--- src/rtl/msg_pkg.sv ---
// Shared types and constants of the multi-motor step generator.
// Used by msg_motor_lane and multi_stepper_step_generator; depends on nothing.
package msg_pkg;

    // Motor count and field widths
    localparam int NUM_MOTORS = 4;
    localparam int PIN_W      = 4;   // width of each per-motor pin field
    localparam int HP_W       = 16;  // half-period and tick counter width
    localparam int LVL_W      = 4;   // width of the direction level registers
    localparam int MOTOR_W    = 2;
    localparam int CMD_W      = 2;
    localparam int CFG_IDX_W  = 3;
    localparam int CFG_DATA_W = 16;
    localparam int S_DATA_W   = 8;
    localparam int M_DATA_W   = 16;

    // Configuration register indexes
    localparam logic [CFG_IDX_W-1:0] CFG_STEADY_HP = 3'd0;
    localparam logic [CFG_IDX_W-1:0] CFG_START_HP  = 3'd1;
    localparam logic [CFG_IDX_W-1:0] CFG_RAMP_STEP = 3'd2;
    localparam logic [CFG_IDX_W-1:0] CFG_FWD_LVL   = 3'd3;
    localparam logic [CFG_IDX_W-1:0] CFG_REV_LVL   = 3'd4;
    localparam logic [CFG_IDX_W-1:0] CFG_STOP_REL  = 3'd5;

    // Reset values of the configuration registers
    localparam logic [HP_W-1:0]  STEADY_HP_RST = 16'd10;
    localparam logic [HP_W-1:0]  START_HP_RST  = 16'd50;
    localparam logic [HP_W-1:0]  RAMP_STEP_RST = 16'd1;
    localparam logic [LVL_W-1:0] FWD_LVL_RST   = 4'hF;
    localparam logic [LVL_W-1:0] REV_LVL_RST   = 4'h0;
    localparam logic             STOP_REL_RST  = 1'b1;

    // Item kind carried in tuser
    localparam logic OPC_TICK = 1'b0;
    localparam logic OPC_CMD  = 1'b1;

    // Command codes; every other nonzero code means reverse
    localparam logic [CMD_W-1:0] CMD_STOP = 2'b00;
    localparam logic [CMD_W-1:0] CMD_FWD  = 2'b01;

    // Direction a motor currently runs in
    typedef enum logic [1:0] {
        DIR_STOP = 2'd0,
        DIR_FWD  = 2'd1,
        DIR_REV  = 2'd2
    } t_dir;

    // Settings shared by all motor lanes
    typedef struct packed {
        logic [HP_W-1:0] steady_hp;
        logic [HP_W-1:0] start_hp;
        logic [HP_W-1:0] ramp_step;
        logic            stop_rel;
    } t_lane_cfg;

    // Pin levels of one motor after the current item
    typedef struct packed {
        logic step;
        logic dir;
        logic enable;
        logic active;
    } t_lane_pins;

endpackage

--- src/rtl/multi_stepper_step_generator.sv ---
// Top level of the multi-motor step-pulse generator with acceleration ramp.
// Depends on msg_pkg and msg_motor_lane.
//
// Usage:
//   Input stream (i_s_*): one item per transfer. tuser is the item kind:
//   a timer tick advances every running motor, a command stops, starts or
//   reverses the motor named in tdata.
//   Output stream (o_m_*): exactly one result per input item, in order,
//   carrying step, direction, enable and running levels of motors 0..3.
//   Config channel (i_cfg_*): register index and data; always ready.
//   Registers are meant to be written only while the block is idle.
// Timing:
//   Each item updates all motor lanes together; its result sits in the
//   output register in the cycle after it is taken. One item per cycle is
//   taken while the output register is empty or being drained.
//   When the receiver stalls, the held result keeps tready low.
// Reset:
//   Synchronous active-low reset clears the output valid flag, stops all
//   motors with drivers disabled and restores the register defaults.
module multi_stepper_step_generator (
    input  logic                           i_clk,
    input  logic                           i_rst_n,
    // input stream
    input  logic                           i_s_tvalid,
    output logic                           o_s_tready,
    // [1:0] motor, [3:2] direction_cmd, [7:4] zero
    input  logic [msg_pkg::S_DATA_W-1:0]   i_s_tdata,
    // [0] opcode
    input  logic                           i_s_tuser,
    // output stream
    output logic                           o_m_tvalid,
    input  logic                           i_m_tready,
    // [3:0] step_pins, [7:4] dir_pins, [11:8] enable_pins, [15:12] running
    output logic [msg_pkg::M_DATA_W-1:0]   o_m_tdata,
    // configuration writes
    input  logic                           i_cfg_valid,
    output logic                           o_cfg_ready,
    input  logic [msg_pkg::CFG_IDX_W-1:0]  i_cfg_index,
    input  logic [msg_pkg::CFG_DATA_W-1:0] i_cfg_data
);
    import msg_pkg::*;

    logic [HP_W-1:0]  r_steady_hp;
    logic [HP_W-1:0]  r_start_hp;
    logic [HP_W-1:0]  r_ramp_step;
    logic [LVL_W-1:0] r_fwd_lvl;
    logic [LVL_W-1:0] r_rev_lvl;
    logic             r_stop_rel;

    logic                  r_out_valid;
    logic [M_DATA_W-1:0]   r_out_data;
    logic [M_DATA_W-1:0]   n_out_data;

    logic                  w_accept;
    logic                  w_tick;
    logic                  w_is_cmd;
    logic [MOTOR_W-1:0]    w_motor;
    logic [CMD_W-1:0]      w_cmd_code;
    t_lane_cfg             w_cfg;
    t_lane_pins            w_pins [NUM_MOTORS];
    logic [PIN_W-1:0]      w_step;
    logic [PIN_W-1:0]      w_dir;
    logic [PIN_W-1:0]      w_en;
    logic [PIN_W-1:0]      w_run;

    // Configuration registers
    assign o_cfg_ready = 1'b1;

    always_ff @(posedge i_clk) begin
        if (!i_rst_n) begin
            r_steady_hp <= STEADY_HP_RST;
            r_start_hp  <= START_HP_RST;
            r_ramp_step <= RAMP_STEP_RST;
            r_fwd_lvl   <= FWD_LVL_RST;
            r_rev_lvl   <= REV_LVL_RST;
            r_stop_rel  <= STOP_REL_RST;
        end else if (i_cfg_valid) begin
            case (i_cfg_index)
                CFG_STEADY_HP: r_steady_hp <= i_cfg_data;
                CFG_START_HP:  r_start_hp  <= i_cfg_data;
                CFG_RAMP_STEP: r_ramp_step <= i_cfg_data;
                CFG_FWD_LVL:   r_fwd_lvl   <= i_cfg_data[LVL_W-1:0];
                CFG_REV_LVL:   r_rev_lvl   <= i_cfg_data[LVL_W-1:0];
                CFG_STOP_REL:  r_stop_rel  <= i_cfg_data[0];
                default: ;
            endcase
        end
    end

    assign w_cfg.steady_hp = r_steady_hp;
    assign w_cfg.start_hp  = r_start_hp;
    assign w_cfg.ramp_step = r_ramp_step;
    assign w_cfg.stop_rel  = r_stop_rel;

    // Input decode
    assign o_s_tready = !r_out_valid || i_m_tready;
    assign w_accept   = i_s_tvalid && o_s_tready;
    assign w_motor    = i_s_tdata[MOTOR_W-1:0];
    assign w_cmd_code = i_s_tdata[MOTOR_W +: CMD_W];
    assign w_tick     = w_accept && (i_s_tuser == OPC_TICK);
    assign w_is_cmd   = w_accept && (i_s_tuser == OPC_CMD);

    // One lane per motor; motors past the level registers get level 0
    for (genvar m = 0; m < NUM_MOTORS; m++) begin : g_lane
        logic w_sel;
        logic w_fwd;
        logic w_rev;

        assign w_sel = w_is_cmd && (int'(w_motor) == m);
        if (m < LVL_W) begin : g_lvl
            assign w_fwd = r_fwd_lvl[m];
            assign w_rev = r_rev_lvl[m];
        end else begin : g_nolvl
            assign w_fwd = 1'b0;
            assign w_rev = 1'b0;
        end

        msg_motor_lane u_lane (
            .i_clk       (i_clk),
            .i_rst_n     (i_rst_n),
            .i_tick      (w_tick),
            .i_cmd       (w_sel),
            .i_cmd_code  (w_cmd_code),
            .i_cfg       (w_cfg),
            .i_fwd_level (w_fwd),
            .i_rev_level (w_rev),
            .o_pins      (w_pins[m])
        );
    end

    // Gather the first four motors into the pin fields
    always_comb begin
        w_step = '0;
        w_dir  = '0;
        w_en   = '0;
        w_run  = '0;
        for (int i = 0; i < PIN_W; i++) begin
            if (i < NUM_MOTORS) begin
                w_step[i] = w_pins[i].step;
                w_dir[i]  = w_pins[i].dir;
                w_en[i]   = w_pins[i].enable;
                w_run[i]  = w_pins[i].active;
            end
        end
        n_out_data = {w_run, w_en, w_dir, w_step};
    end

    // Output register
    always_ff @(posedge i_clk) begin
        if (!i_rst_n) begin
            r_out_valid <= 1'b0;
        end else if (w_accept) begin
            r_out_valid <= 1'b1;
        end else if (i_m_tready) begin
            r_out_valid <= 1'b0;
        end
    end

    always_ff @(posedge i_clk) begin
        if (w_accept) begin
            r_out_data <= n_out_data;
        end
    end

    assign o_m_tvalid = r_out_valid;
    assign o_m_tdata  = r_out_data;

endmodule

--- src/rtl/msg_motor_lane.sv ---
// State and update logic of one stepper motor: tick counter, step toggle,
// ramp of the half-period and command handling. Depends on msg_pkg.
module msg_motor_lane (
    input  logic               i_clk,
    input  logic               i_rst_n,
    input  logic               i_tick,      // tick transfer accepted
    input  logic               i_cmd,       // command transfer for this motor
    input  logic [msg_pkg::CMD_W-1:0] i_cmd_code,
    input  msg_pkg::t_lane_cfg i_cfg,
    input  logic               i_fwd_level,
    input  logic               i_rev_level,
    output msg_pkg::t_lane_pins o_pins      // levels after this cycle's item
);
    import msg_pkg::*;

    logic            r_active, n_active;
    logic            r_step,   n_step;
    logic [HP_W-1:0] r_hp,     n_hp;
    logic [HP_W-1:0] r_cnt,    n_cnt;
    t_dir            r_dir,    n_dir;
    logic            r_dir_lvl, n_dir_lvl;
    logic            r_en,     n_en;

    logic [HP_W-1:0] w_cnt_inc;
    logic [HP_W-1:0] w_gap;
    logic [HP_W-1:0] w_dec;
    t_dir            w_sense;

    // Tick path helpers
    assign w_cnt_inc = r_cnt + 1'b1;
    assign w_gap     = r_hp - i_cfg.steady_hp;
    assign w_dec     = (w_gap < i_cfg.ramp_step) ? w_gap : i_cfg.ramp_step;
    assign w_sense   = (i_cmd_code == CMD_FWD) ? DIR_FWD : DIR_REV;

    // Next state
    always_comb begin
        n_active  = r_active;
        n_step    = r_step;
        n_hp      = r_hp;
        n_cnt     = r_cnt;
        n_dir     = r_dir;
        n_dir_lvl = r_dir_lvl;
        n_en      = r_en;
        if (i_tick && r_active) begin
            n_cnt = w_cnt_inc;
            if (w_cnt_inc >= r_hp) begin
                n_cnt  = '0;
                n_step = ~r_step;
                // falling edge ends a full pulse: ramp toward steady speed
                if (r_step && (r_hp > i_cfg.steady_hp)) begin
                    n_hp = r_hp - w_dec;
                end
            end
        end else if (i_cmd) begin
            if (i_cmd_code == CMD_STOP) begin
                n_active = 1'b0;
                n_dir    = DIR_STOP;
                n_step   = 1'b0;
                n_en     = i_cfg.stop_rel;
            end else begin
                // new or reversed direction restarts the ramp
                if (r_dir != w_sense) begin
                    n_dir_lvl = (w_sense == DIR_FWD) ? i_fwd_level : i_rev_level;
                    n_hp      = i_cfg.start_hp;
                    n_cnt     = '0;
                    n_dir     = w_sense;
                end
                n_en     = 1'b0;
                n_active = 1'b1;
            end
        end
    end

    // State registers
    always_ff @(posedge i_clk) begin
        if (!i_rst_n) begin
            r_active  <= 1'b0;
            r_step    <= 1'b0;
            r_hp      <= START_HP_RST;
            r_cnt     <= '0;
            r_dir     <= DIR_STOP;
            r_dir_lvl <= 1'b0;
            r_en      <= 1'b1;
        end else begin
            r_active  <= n_active;
            r_step    <= n_step;
            r_hp      <= n_hp;
            r_cnt     <= n_cnt;
            r_dir     <= n_dir;
            r_dir_lvl <= n_dir_lvl;
            r_en      <= n_en;
        end
    end

    assign o_pins.step   = n_step;
    assign o_pins.dir    = n_dir_lvl;
    assign o_pins.enable = n_en;
    assign o_pins.active = n_active;

endmodule

--- config.mk ---
export PLATFORM = sky130hd
export DESIGN_NAME = multi_stepper_step_generator
export DESIGN_NICKNAME = d
export VERILOG_FILES = /design/src/rtl/msg_pkg.sv /design/src/rtl/multi_stepper_step_generator.sv /design/src/rtl/msg_motor_lane.sv
export SDC_FILE = /design/constraint.sdc
export NUM_CORES = 1
export LEC_CHECK = 0
export ABC_AREA = 1
export ABC_CLOCK_PERIOD_IN_PS = 9500
export BUFFER_PORTS_ARGS = -buffer_cell sky130_fd_sc_hd__clkbuf_2
export CELL_PAD_IN_SITES_DETAIL_PLACEMENT = 1
export CELL_PAD_IN_SITES_GLOBAL_PLACEMENT = 2
export CORE_MARGIN = 2
export CORE_UTILIZATION = 40
export CTS_BUF_LIST = sky130_fd_sc_hd__clkbuf_2
export CTS_CLUSTER_SIZE = 14
export DETAILED_ROUTE_END_ITERATION = 10
export GPL_TIMING_DRIVEN = 1
export PLACE_DENSITY = 0.95
export SYNTH_ARGS = -nofsm -noshare
export SYNTH_HDL_FRONTEND = slang
export SYNTH_SLANG_ARGS = --single-unit
--- constraint.sdc ---
create_clock -name i_clk -period 9.5 [get_ports i_clk]
set_clock_uncertainty 0.1 [all_clocks]
set_input_delay 0.95 -clock i_clk [delete_from_list [all_inputs] [get_ports i_clk]]
set_output_delay 0.95 -clock i_clk [all_outputs]
set_load 0.1 [all_outputs]
==> impl_metrics.py, run 1 <==
metrics = {
    "detailed_routing": {
        "first_iter_violations": 1067,
        "detail_route.vias_per_cell": 5.58,
        "wl_mm": 70.8,
        "drt_first_pass_iters": 5,
        "vias": 20300,
        "routedWlPerCell_um": 19.4,
        "drtAntennaViolNets": 0,
        "drc": 0,
    },
    "floorplanning": {
        "die_area_um2": 50900,
        "placementRows": 81,
        "core_um2": 48600,
        "fp.dieW_um": 226,
        "ios": 52,
        "die_h_um": 226,
        "initial_utilization_pct": 40.4,
    },
    "power": {
        "total_power_mw": 3.85,
        "powerDensity_nw_per_um2": 183,
        "leakage_nw": 10.3,
        "ir_drop_v": 0.0000785,
    },
    "final_layout": {
        "final_cell_count_no_fill": 3645,
        "drive_gt1_share_pct": 6.86,
        "nets": 3263,
        "final_common_cell": "nand2_1",
        "utilization_pct": 43.3,
        "area_delta_synth_final_pct": 7.20,
        "final_cell_mix": "nand2_1 (624), inv_1 (373), a21oi_1 (288), o21ai_0 (257), ha_1 (252)",
    },
    "yosys": {
        "synthesis.nets": 3214,
        "ys_seq_elements": 226,
        "synth.distinct_cells": 55,
        "yosysSeqAreaShare_pct": 23.9,
        "yosys_warnings": 0,
        "async_flop_share_pct": 0,
        "synth.avg_cell_area_um2": 6.72,
        "yosys_most_used_dff": "dfxtp_1",
        "synth_edf_count": 16,
        "synth_cells": 2921,
        "synth.cell_area_um2": 19600,
    },
    "place": {
        "pre_cts_ws_ns": 3.42,
        "placed_cells": 3522,
        "gp_congestion": 0.931,
        "dp_hpwl_mm": 53.9,
        "portBuffers": 46,
    },
    "timing": {
        "final-hold-violation-count": 0,
        "fmaxAchievable_mhz": 158,
        "rsz0062_at_grt": "false",
        "setup_viol": 0,
        "tightest_slew_ns": 1.22,
        "max_slew_margin_pct": 18.3,
        "setup_tns_ns": 0,
        "fin_crit_sh_pct": 66.6,
        "slew_viol_final": 0,
        "setup_ws_ns": 3.18,
        "min_period_ns": 6.32,
    },
    "critical_path": {
        "worstPathMaxFanout": 32,
        "timing.rr.end": "g_lane[1].u_lane.r_hp[9]$_SDFFE_PN0P_",
        "crit_path_max_incr_delay_ns": 0.63,
        "crit_path_frequent_cell": "nand2_1",
        "startpoint_type": "register",
        "worstRegToRegCells": 30,
        "cp_slowest_cell": "dfxtp_1",
        "worstSetupPathType": "reg2reg",
        "reg2reg_from": "r_steady_hp[0]$_SDFFE_PN0P_",
        "crit_required_ns": 10.25,
        "r2r_setup_slack_ns": 3.18,
        "end_kind": "register",
        "crit_arrival_ns": 7.08,
    },
    "outcome": {
        "status": "complete, no violations",
    },
    "clock_tree": {
        "cts.clk_slew.worst_paths_ns": 0.12,
        "cts_hold_buf": 0,
        "cts_setup_buffers": 0,
        "clk_path_buf_depth": 3,
        "cts.sinks": 226,
        "cts_tree": "done",
        "cts_resized": 0,
        "numCtsBuffers": 68,
        "root_buffer": "clkbuf_2",
        "htree_levels": 3,
        "clk_latency_ns": 1.05,
    },
    "min_path": {
        "holdPathEnd": "r_start_hp[4]$_SDFFE_PN1P_",
        "hp-class": "in2reg",
        "hp-start": "i_cfg_data[4]",
        "hold_depth": 3,
    },
    "global_routing": {
        "gr-total-overflow": 0,
        "grt_pass1_vias": 21000,
        "grt_pass1_wl_mm": 111,
        "track_usage_pct": 27.9,
        "antenna_found_initial": 2,
        "grt_max_degree": 80,
    },
    "job": {
        "cap_violations": 0,
    },
}
-- synthesized netlist by cell type, drive strengths merged, types with 11 or more instances --
cell	n	share of area [%]
buf	29	0.88
xnor2	36	1.6
o21bai	11	0.42
nand4	27	0.86
inv	391	7.5
a22oi	57	2.2
nor2	248	4.9
o21a	14	0.54
ha	252	16
nand3b	11	0.42
nor3	35	1.1
a21o	12	0.46
xor2	85	3.8
clkbuf	47	0.90
o21ai	285	7.3
nand2	630	12
dfxtp	210	21
a211oi	11	0.42
o211ai	23	0.93
a31oi	14	0.45
a21oi	293	7.6
nand3	130	3.4
edfxtp	16	2.4
-- sequential cells by signal, indices dropped and copies added, names as in the netlist --
register,flops
g_lane.u_lane.r_cnt,64
g_lane.u_lane.r_hp,64
o_m_tdata,16
r_ramp_step,16
r_start_hp,16
r_steady_hp,16
g_lane.u_lane.r_dir,8
g_lane.u_lane.r_active,4
g_lane.u_lane.r_dir_lvl,4
g_lane.u_lane.r_en,4
g_lane.u_lane.r_step,4
r_fwd_lvl,4
r_rev_lvl,4
o_m_tvalid,1
r_stop_rel,1
-- through the flow --
step / instance area [um^2] / hold slack (ns)
floorplan: 19600 / 0.346
global placement: 20400 / 0.359
detailed placement: 20400 / 0.376
CTS: 21000 / 0.00232
global route: 21000 / 0.0277
finish: 21000 / 0.0984
-- per-layer routing --
| metal | track usage [%] | up-vias | wire length (um) |
|---|---|---|---|
| met2 | 47.2 | 401 | 32900 |
| met5 | 0 | - | 0 |
| met4 | 11.2 | 0 | 2650 |
| met1 | 35.6 | 9867 | 32400 |
| li1 | - | 9916 | - |
| met3 | 4.17 | 145 | 2820 |
-- final cells by class --
cell class / instances / area (um^2)
sequential: 226 / 4680
timing repair buffer: 55 / 300
clock inverter: 25 / 208
tap: 622 / 778
inverter: 392 / 1470
antenna: 6 / 15.0
fill: 6451 / 27600
clock buffer: 92 / 460
multi-input combinational: 2227 / 13100
-- logic make-up after synthesis --
group	count (synthesis)	share of synthesized area, %
and+or+nand+nor	1105	23.5
AOI/OAI and AO/OA	739	21.0
buffers and inverters	468	9.27
adders and majority gates	260	16.9
DFF	226	23.9
xor gates and xnor gates	121	5.40
other	1	0.0191
muxes	1	0.0510
-- worst max-delay path by stage --
| stage | from | to | slack (ns) | cells past startpoint |
|---|---|---|---|---|
| finish | r_steady_hp[0]$_SDFFE_PN0P_ | g_lane[1].u_lane.r_hp[9]$_SDFFE_PN0P_ | 3.18 | 30 |
| floorplan | r_steady_hp[0]$_SDFFE_PN0P_ | g_lane[3].u_lane.r_hp[8]$_SDFFE_PN0P_ | 4.40 | 38 |
| global route | r_steady_hp[0]$_SDFFE_PN0P_ | g_lane[1].u_lane.r_hp[9]$_SDFFE_PN0P_ | 2.55 | 31 |
| CTS | r_steady_hp[0]$_SDFFE_PN0P_ | g_lane[1].u_lane.r_hp[9]$_SDFFE_PN0P_ | 3.32 | 31 |
| detailed placement | r_steady_hp[0]$_SDFFE_PN0P_ | g_lane[1].u_lane.r_hp[9]$_SDFFE_PN0P_ | 3.42 | 31 |
| global placement | r_steady_hp[0]$_SDFFE_PN0P_ | g_lane[1].u_lane.r_hp[8]$_SDFFE_PN0P_ | 3.60 | 31 |
-- where the power goes --
| part | switching [mW] | internal (mW) |
|---|---|---|
| registers | 0.0212 | 0.979 |
| clock network | 0.492 | 0.371 |
| logic | 1.33 | 0.653 |
-- critical path, delay by kind of cell (launching register included) --
kind | cells | cell delay (ns)
buffers and inverters | 4 | 0.20
and+or+nand+nor | 14 | 1.75
DFF | 1 | 0.63
adders and majority gates | 4 | 1.26
xor gates and xnor gates | 1 | 0.26
AOI/OAI and AO/OA | 7 | 1.92
No activity file was read; power rests on OpenSTA's default activity.
==> inputs of run 2 (changes only) <==
--- a/config.mk
+++ b/config.mk
@@ -6,17 +6,17 @@
 export NUM_CORES = 1
 export LEC_CHECK = 0
 export ABC_AREA = 1
-export ABC_CLOCK_PERIOD_IN_PS = 9500
+export ABC_CLOCK_PERIOD_IN_PS = 6300
 export BUFFER_PORTS_ARGS = -buffer_cell sky130_fd_sc_hd__clkbuf_2
 export CELL_PAD_IN_SITES_DETAIL_PLACEMENT = 1
 export CELL_PAD_IN_SITES_GLOBAL_PLACEMENT = 2
 export CORE_MARGIN = 2
-export CORE_UTILIZATION = 40
+export CORE_UTILIZATION = 37
 export CTS_BUF_LIST = sky130_fd_sc_hd__clkbuf_2
 export CTS_CLUSTER_SIZE = 14
 export DETAILED_ROUTE_END_ITERATION = 10
 export GPL_TIMING_DRIVEN = 1
-export PLACE_DENSITY = 0.95
+export PLACE_DENSITY = 0.91
 export SYNTH_ARGS = -nofsm -noshare
 export SYNTH_HDL_FRONTEND = slang
 export SYNTH_SLANG_ARGS = --single-unit
==> constraint.sdc (replaced) <==
create_clock -name i_clk -period 6.3 [get_ports i_clk]
set_clock_uncertainty 0.1 [all_clocks]
set_input_delay 0.63 -clock i_clk [delete_from_list [all_inputs] [get_ports i_clk]]
set_output_delay 0.63 -clock i_clk [all_outputs]
set_load 0.1 [all_outputs]
==> impl_metrics.py, run 2 (same netlist as run 1, synthesis figures left out) <==
metrics = {
    "outcome": {
        "status": "complete, no violations",
    },
    "detailed_routing": {
        "drc": 0,
        "first_iter_violations": 1248,
        "detail_route.vias_per_cell": 5.43,
        "wl_mm": 72.6,
        "drtAntennaViolNets": 0,
        "routedWlPerCell_um": 19.3,
        "vias": 20400,
        "drt_first_pass_iters": 5,
    },
    "timing": {
        "fin_crit_sh_pct": 91.3,
        "min_period_ns": 5.75,
        "final-hold-violation-count": 0,
        "fmaxAchievable_mhz": 174,
        "rsz0062_at_grt": "false",
        "setup_tns_ns": 0,
        "slew_viol_final": 0,
        "max_slew_margin_pct": 21.8,
        "tightest_slew_ns": 1.17,
        "hold_slack_ns": 0.360,
        "setup_viol": 0,
    },
    "global_routing": {
        "track_usage_pct": 26.6,
        "gr-total-overflow": 0,
        "antenna_found_initial": 6,
        "grt_pass1_wl_mm": 114,
        "grt-busiest-layer": "met2",
        "grt_use_met2_pct": 45.7,
        "grt_pass1_vias": 21200,
        "met3_usage_pct": 3.60,
        "grtUsageMet1_pct": 33.9,
        "grt_max_degree": 76,
    },
    "clock_tree": {
        "cts_tree": "done",
        "clk_path_buf_depth": 3,
        "htree_levels": 3,
        "numCtsBuffers": 69,
        "cts.sinks": 226,
        "root_buffer": "clkbuf_2",
        "clk_latency_ns": 1.01,
        "cts.clk_slew.worst_paths_ns": 0.10,
    },
    "final_layout": {
        "drive_gt1_share_pct": 7.33,
        "final_common_cell": "nand2_1",
        "largest_registers": "g_lane.u_lane.r_cnt x64, g_lane.u_lane.r_hp x64",
        "final_cell_count_no_fill": 3751,
        "nets": 3308,
        "area_delta_synth_final_pct": 9.46,
        "final_cell_mix": "nand2_1 (623), inv_1 (372), a21oi_1 (288), o21ai_0 (256), ha_1 (252)",
    },
    "critical_path": {
        "end_kind": "register",
        "startpoint": "r_steady_hp[0]$_SDFFE_PN0P_",
        "worstPathMaxFanout": 22,
        "crit_path_frequent_cell": "nand2_1",
        "reg2reg_from": "r_steady_hp[0]$_SDFFE_PN0P_",
        "crit_required_ns": 7.10,
        "cp_slowest_cell": "o21ai_0",
        "crit_path_max_incr_delay_ns": 0.55,
        "cp_top_family": "simple AND/OR/NAND/NOR gates",
        "worstSetupPathType": "reg2reg",
        "startpoint_type": "register",
        "crit_arrival_ns": 6.55,
        "path_buf_inv": 4,
    },
    "power": {
        "switchingPower_mw": 2.77,
        "p_int_mw": 2.99,
        "leakage_nw": 10.5,
        "power_frac_clock_pct": 21.0,
        "total_power_mw": 5.76,
        "powerDensity_nw_per_um2": 268,
        "ir_drop_v": 0.000112,
        "comb_power_share_pct": 52.9,
        "pwr-share-seq_pct": 26.2,
        "switching_share_pct": 48.0,
    },
    "place": {
        "placed_cells": 3594,
        "gp_congestion": 0.934,
        "dp_hpwl_mm": 55.0,
        "portBuffers": 46,
    },
    "job": {
        "cap_violations": 0,
    },
    "floorplanning": {
        "initial_utilization_pct": 37.4,
        "core_um2": 52600,
        "die_area_um2": 54900,
        "die_h_um": 234,
        "fp.dieW_um": 234,
        "ios": 52,
        "placementRows": 84,
    },
    "min_path": {
        "hp-class": "in2reg",
        "hp-start": "i_cfg_data[15]",
    },
}
-- run 2: changes by cell type in the layout (fill, tap and decap cells not counted), sizes merged --
cell | before | now
buf | 10 | 19
bufinv | 4 | 2
clkinv | 21 | 13
diode | 6 | 5
dlygate4sd3 | 0 | 35
clkbuf | 137 | 144
-- run 2: tightest hold or removal path: cells and delay by family --
family | cells | cell delay, ns
buffers and inverters | 2 | 0.65
AND/OR/NAND/NOR | 1 | 0.08
AO/OA/AOI/OAI | 1 | 0.08
-- run 2: stage by stage --
step / worst slack (ns) / util (%) / area (um^2)
finish: 0.550 / 40.9 / 21500
global route: 0.00669 / 40.9 / 21500
CTS: 0.475 / 40.8 / 21400
detailed placement: 0.500 / 39.0 / 20500
global placement: 0.611 / 39.0 / 20500
floorplan: 1.20 / - / 19600
-- run 2: power by group through the flow --
stage	clock [mW]	sequential [mW]	combinational (mW)
6_report	1.21	1.51	3.05
5_1_grt	1.31	1.51	3.43
4_1_cts	1.25	1.51	2.99
3_5_place_dp	0	1.54	2.95
3_3_place_gp	0	1.54	2.84
2_1_floorplan	0	1.57	2.17
-- run 2: cell type report --
| cell class | instances | area, um^2 |
|---|---|---|
| multi-input cells | 2227 | 13100 |
| repair buffers | 99 | 718 |
| clock inverters | 15 | 110 |
| diodes | 5 | 12.5 |
| inverters | 392 | 1480 |
| fillers | 6961 | 31100 |
| well taps | 688 | 861 |
| flip-flops and latches | 226 | 4690 |
| clock buffers | 99 | 495 |
-- run 2: what timing repair did --
item	CTS	global route
setup endpoints to repair	0	11
resized for setup	0	4
setup buffers	0	3
hold buffers	35	0
endpoints found under the hold margin	114	0
-- run 2: worst paths after layout --
kind                                                                 to  cells past startpoint  slack, ns
worst max register to register    g_lane[1].u_lane.r_hp[9]$_SDFFE_PN0P_                     31       0.55
worst min-delay path                        r_start_hp[15]$_SDFFE_PN0P_                      4       0.36
worst max-delay path              g_lane[1].u_lane.r_hp[9]$_SDFFE_PN0P_                     31       0.55
worst min register to register  g_lane[0].u_lane.r_cnt[15]$_SDFFE_PN0P_                      2       0.39
-- run 2: per-layer routing --
layer,part of all wire (%),vias up
met2,47,392
met3,3.6,143
met4,3.4,0
li1,-,10000
met1,46,9839
met5,0,-
==> inputs of run 3 (changes only) <==
--- a/config.mk
+++ b/config.mk
@@ -5,13 +5,13 @@
 export SDC_FILE = /design/constraint.sdc
 export NUM_CORES = 1
 export LEC_CHECK = 0
-export ABC_AREA = 1
-export ABC_CLOCK_PERIOD_IN_PS = 6300
+export ABC_AREA = 0
 export BUFFER_PORTS_ARGS = -buffer_cell sky130_fd_sc_hd__clkbuf_2
 export CELL_PAD_IN_SITES_DETAIL_PLACEMENT = 1
 export CELL_PAD_IN_SITES_GLOBAL_PLACEMENT = 2
+export CORE_ASPECT_RATIO = 0.75
 export CORE_MARGIN = 2
-export CORE_UTILIZATION = 37
+export CORE_UTILIZATION = 40
 export CTS_BUF_LIST = sky130_fd_sc_hd__clkbuf_2
 export CTS_CLUSTER_SIZE = 14
 export DETAILED_ROUTE_END_ITERATION = 10
==> impl_metrics.py, run 3 <==
metrics = {
    "final_layout": {
        "final_common_cell": "nand2_1",
        "final_cell_mix": "nand2_1 (244), buf_4 (233), ha_1 (232), nor2_1 (205), dfxtp_1 (204)",
        "largest_registers": "g_lane.u_lane.r_cnt x64, g_lane.u_lane.r_hp x64",
        "nets": 2941,
        "final_cell_count_no_fill": 3330,
        "drive_gt1_share_pct": 22.1,
        "fill_cells": 5649,
        "utilization_pct": 50.3,
        "area_delta_synth_final_pct": 23.5,
    },
    "yosys": {
        "yosys_warnings": 0,
        "synthTopCellsByArea": "dfxtp_1 (22%), ha_1 (17%), a21oi_1 (6.1%)",
        "synth_mux_area_share_pct": 4.09,
        "synth-xor-area-share_pct": 7.70,
        "ys_seq_elements": 226,
        "yosysSeqAreaShare_pct": 24.9,
        "yosys.area.top_type": "dfxtp_1",
        "synthesis.nets": 2639,
        "synthAdderAreaFrac_pct": 17.6,
        "yosys.area_share.simple_pct": 18.4,
        "yosys_most_used_dff": "dfxtp_1",
        "synth.most_common_cell": "ha_1",
        "synth.cell_area_um2": 18800,
        "async_flop_share_pct": 0,
        "synth.avg_cell_area_um2": 8.03,
        "yosys-top-cells-count": "ha_1 (252), nand2_1 (246), a21oi_1 (231), dfxtp_1 (210), nor2_1 (210)",
        "synth_edf_count": 16,
        "synth_compound_area_share_pct": 22.6,
        "synth_cells": 2346,
        "synth.distinct_cells": 88,
        "synth_top_family_by_area": "compound AO/OA/AOI/OAI gates",
        "yosysTopAreaCellShare_pct": 22.3,
    },
    "global_routing": {
        "grt_pass1_wl_mm": 111,
        "antenna_found_initial": 7,
        "grt_max_degree": 64,
        "track_usage_pct": 29.2,
        "gr-total-overflow": 0,
        "grt_pass1_vias": 20200,
    },
    "min_path": {
        "hold_depth": 4,
        "hp-class": "in2reg",
        "holdPathEnd": "g_lane[1].u_lane.r_dir[0]$_SDFFE_PN0P_",
        "hp-start": "i_s_tdata[2]",
    },
    "critical_path": {
        "startpoint_type": "register",
        "end_kind": "register",
        "crit_path_max_incr_delay_ns": 0.44,
        "worstRegToRegCells": 31,
        "timing.rr.end": "g_lane[3].u_lane.r_hp[14]$_SDFFE_PN0P_",
        "cp_slowest_cell": "or4_4",
        "reg2reg_from": "r_steady_hp[6]$_SDFFE_PN0P_",
        "crit_arrival_ns": 7.42,
        "worstSetupPathType": "reg2reg",
        "r2r_setup_slack_ns": -0.25,
        "crit_required_ns": 7.17,
        "worstPathMaxFanout": 4,
    },
    "outcome": {
        "status": "finished with violations",
        "violations": "setup timing",
    },
    "floorplanning": {
        "initial_utilization_pct": 40.7,
        "ios": 52,
        "die_h_um": 192,
        "fp.dieW_um": 255,
        "placementRows": 68,
        "die_area_um2": 48900,
        "core_um2": 46300,
    },
    "place": {
        "dp_hpwl_mm": 53.3,
        "gp_congestion": 0.940,
        "portBuffers": 46,
        "placed_cells": 3118,
        "pre_cts_ws_ns": -0.441,
    },
    "detailed_routing": {
        "drc": 0,
        "routedWlPerCell_um": 22.3,
        "drt_first_pass_iters": 7,
        "wl_mm": 74.3,
        "first_iter_violations": 1155,
        "detail_route.vias_per_cell": 5.82,
        "drtAntennaViolNets": 0,
        "vias": 19400,
    },
    "job": {
        "cap_violations": 0,
    },
    "power": {
        "ir_drop_v": 0.000149,
        "total_power_mw": 5.96,
        "powerDensity_nw_per_um2": 256,
        "leakage_nw": 10.5,
    },
    "clock_tree": {
        "clk_latency_ns": 1.05,
        "cts_tree": "done",
        "cts.clk_slew.worst_paths_ns": 0.14,
        "htree_levels": 2,
        "clk_path_buf_depth": 3,
        "numCtsBuffers": 61,
        "root_buffer": "clkbuf_2",
        "cts.sinks": 226,
    },
    "timing": {
        "hold_slack_ns": 0.105,
        "fmaxAchievable_mhz": 153,
        "fin_crit_sh_pct": 104,
        "setup_ws_ns": -0.253,
        "final-hold-violation-count": 0,
        "setup_viol": 11,
        "tightest_slew_ns": 1.31,
        "max_slew_margin_pct": 12.9,
        "slew_viol_final": 0,
        "rsz0062_at_grt": "true",
        "min_period_ns": 6.55,
    },
}
## run 3: changes by cell type after synthesis, moves of 56 or more
cell | previous run | this run
a21o_1 | 12 | 68
a21oi_1 | 288 | 231
o21ai_0 | 257 | 108
mux2i_1 | 1 | 71
nand2_1 | 624 | 246
inv_1 | 373 | 131
nand3_1 | 127 | 51
## run 3: power by group
group	internal (mW)	switching, mW	leakage, nW	total (mW)
registers	1.47	0.0356	1.85	1.51
logic	1.64	1.68	8.19	3.33
clock network	0.413	0.711	0.438	1.12
total	3.53	2.43	10.5	5.96
## run 3: worst max path at each step
stage | from | end
after global placement | g_lane[3].u_lane.r_hp[0]$_SDFFE_PN0P_ | g_lane[3].u_lane.r_hp[15]$_SDFFE_PN0P_
after CTS | r_steady_hp[0]$_SDFFE_PN0P_ | g_lane[2].u_lane.r_hp[15]$_SDFFE_PN0P_
final | r_steady_hp[6]$_SDFFE_PN0P_ | g_lane[3].u_lane.r_hp[14]$_SDFFE_PN0P_
after detailed placement | g_lane[3].u_lane.r_hp[0]$_SDFFE_PN0P_ | g_lane[3].u_lane.r_hp[15]$_SDFFE_PN0P_
after floorplan | g_lane[3].u_lane.r_hp[0]$_SDFFE_PN0P_ | g_lane[3].u_lane.r_hp[14]$_SDFFE_PN0P_
after global routing | r_steady_hp[6]$_SDFFE_PN0P_ | g_lane[3].u_lane.r_hp[14]$_SDFFE_PN0P_
## run 3: metrics by stage
| step | cell area (um^2) | TNS (ns) |
|---|---|---|
| 2_1_floorplan | 18900 | 0 |
| 3_3_place_gp | 21000 | -1.28 |
| 3_5_place_dp | 21000 | -5.78 |
| 4_1_cts | 22400 | -0.0362 |
| 5_1_grt | 23300 | -5.18 |
| 6_report | 23300 | -1.26 |
## run 3: logic make-up (layout without fill, tap and decap cells)
family | count (synthesis) | after routing
compound gates | 659 | 659
xor+xnor | 164 | 164
fa+ha+maj | 260 | 260
buf+inv | 224 | 574
flops | 226 | 226
mux | 76 | 76
other cells | 1 | 5
simple gates | 736 | 736
## run 3: what timing repair did
item	in CTS	in global routing
buffers inserted	27	41
gates resized for setup	91	134
setup endpoints to repair	28	35
endpoints found under the hold margin	70	0
hold buffers	31	0
pin swaps	80	99
## run 3: final cells by class
| type | instances | area, um^2 | area share, % |
|---|---|---|---|
| clock buffer | 99 | 495 | 2.13 |
| antenna | 4 | 10.0 | 0.0430 |
| sequential | 226 | 4690 | 20.2 |
| tap | 630 | 788 | 3.39 |
| inverter | 131 | 507 | 2.18 |
| clock inverter | 12 | 51.3 | 0.221 |
| multi-input combinational | 1896 | 14100 | 60.8 |
| timing repair buffer | 332 | 2580 | 11.1 |
## run 3: per-layer routing
| metal | track usage [%] | wire length (um) | vias to the layer above |
|---|---|---|---|
| li1 | - | - | 9033 |
| met1 | 36.6 | 32300 | 9562 |
| met2 | 46.8 | 33100 | 583 |
| met3 | 8.85 | 5900 | 197 |
| met4 | 11.9 | 2930 | 6 |
| met5 | 0.816 | 133 | - |
## run 3: worst max-delay path, delay by kind of cell, from the launching register on
kind                       cells  cell delay (ns)
and+or+nand+nor                6             1.00
muxes                          1             0.20
xor gates and xnor gates       2             0.42
AOI/OAI and AO/OA             16             2.82
adders and majority gates      3             1.05
buffers and inverters          3             0.51
DFF                            1             0.37
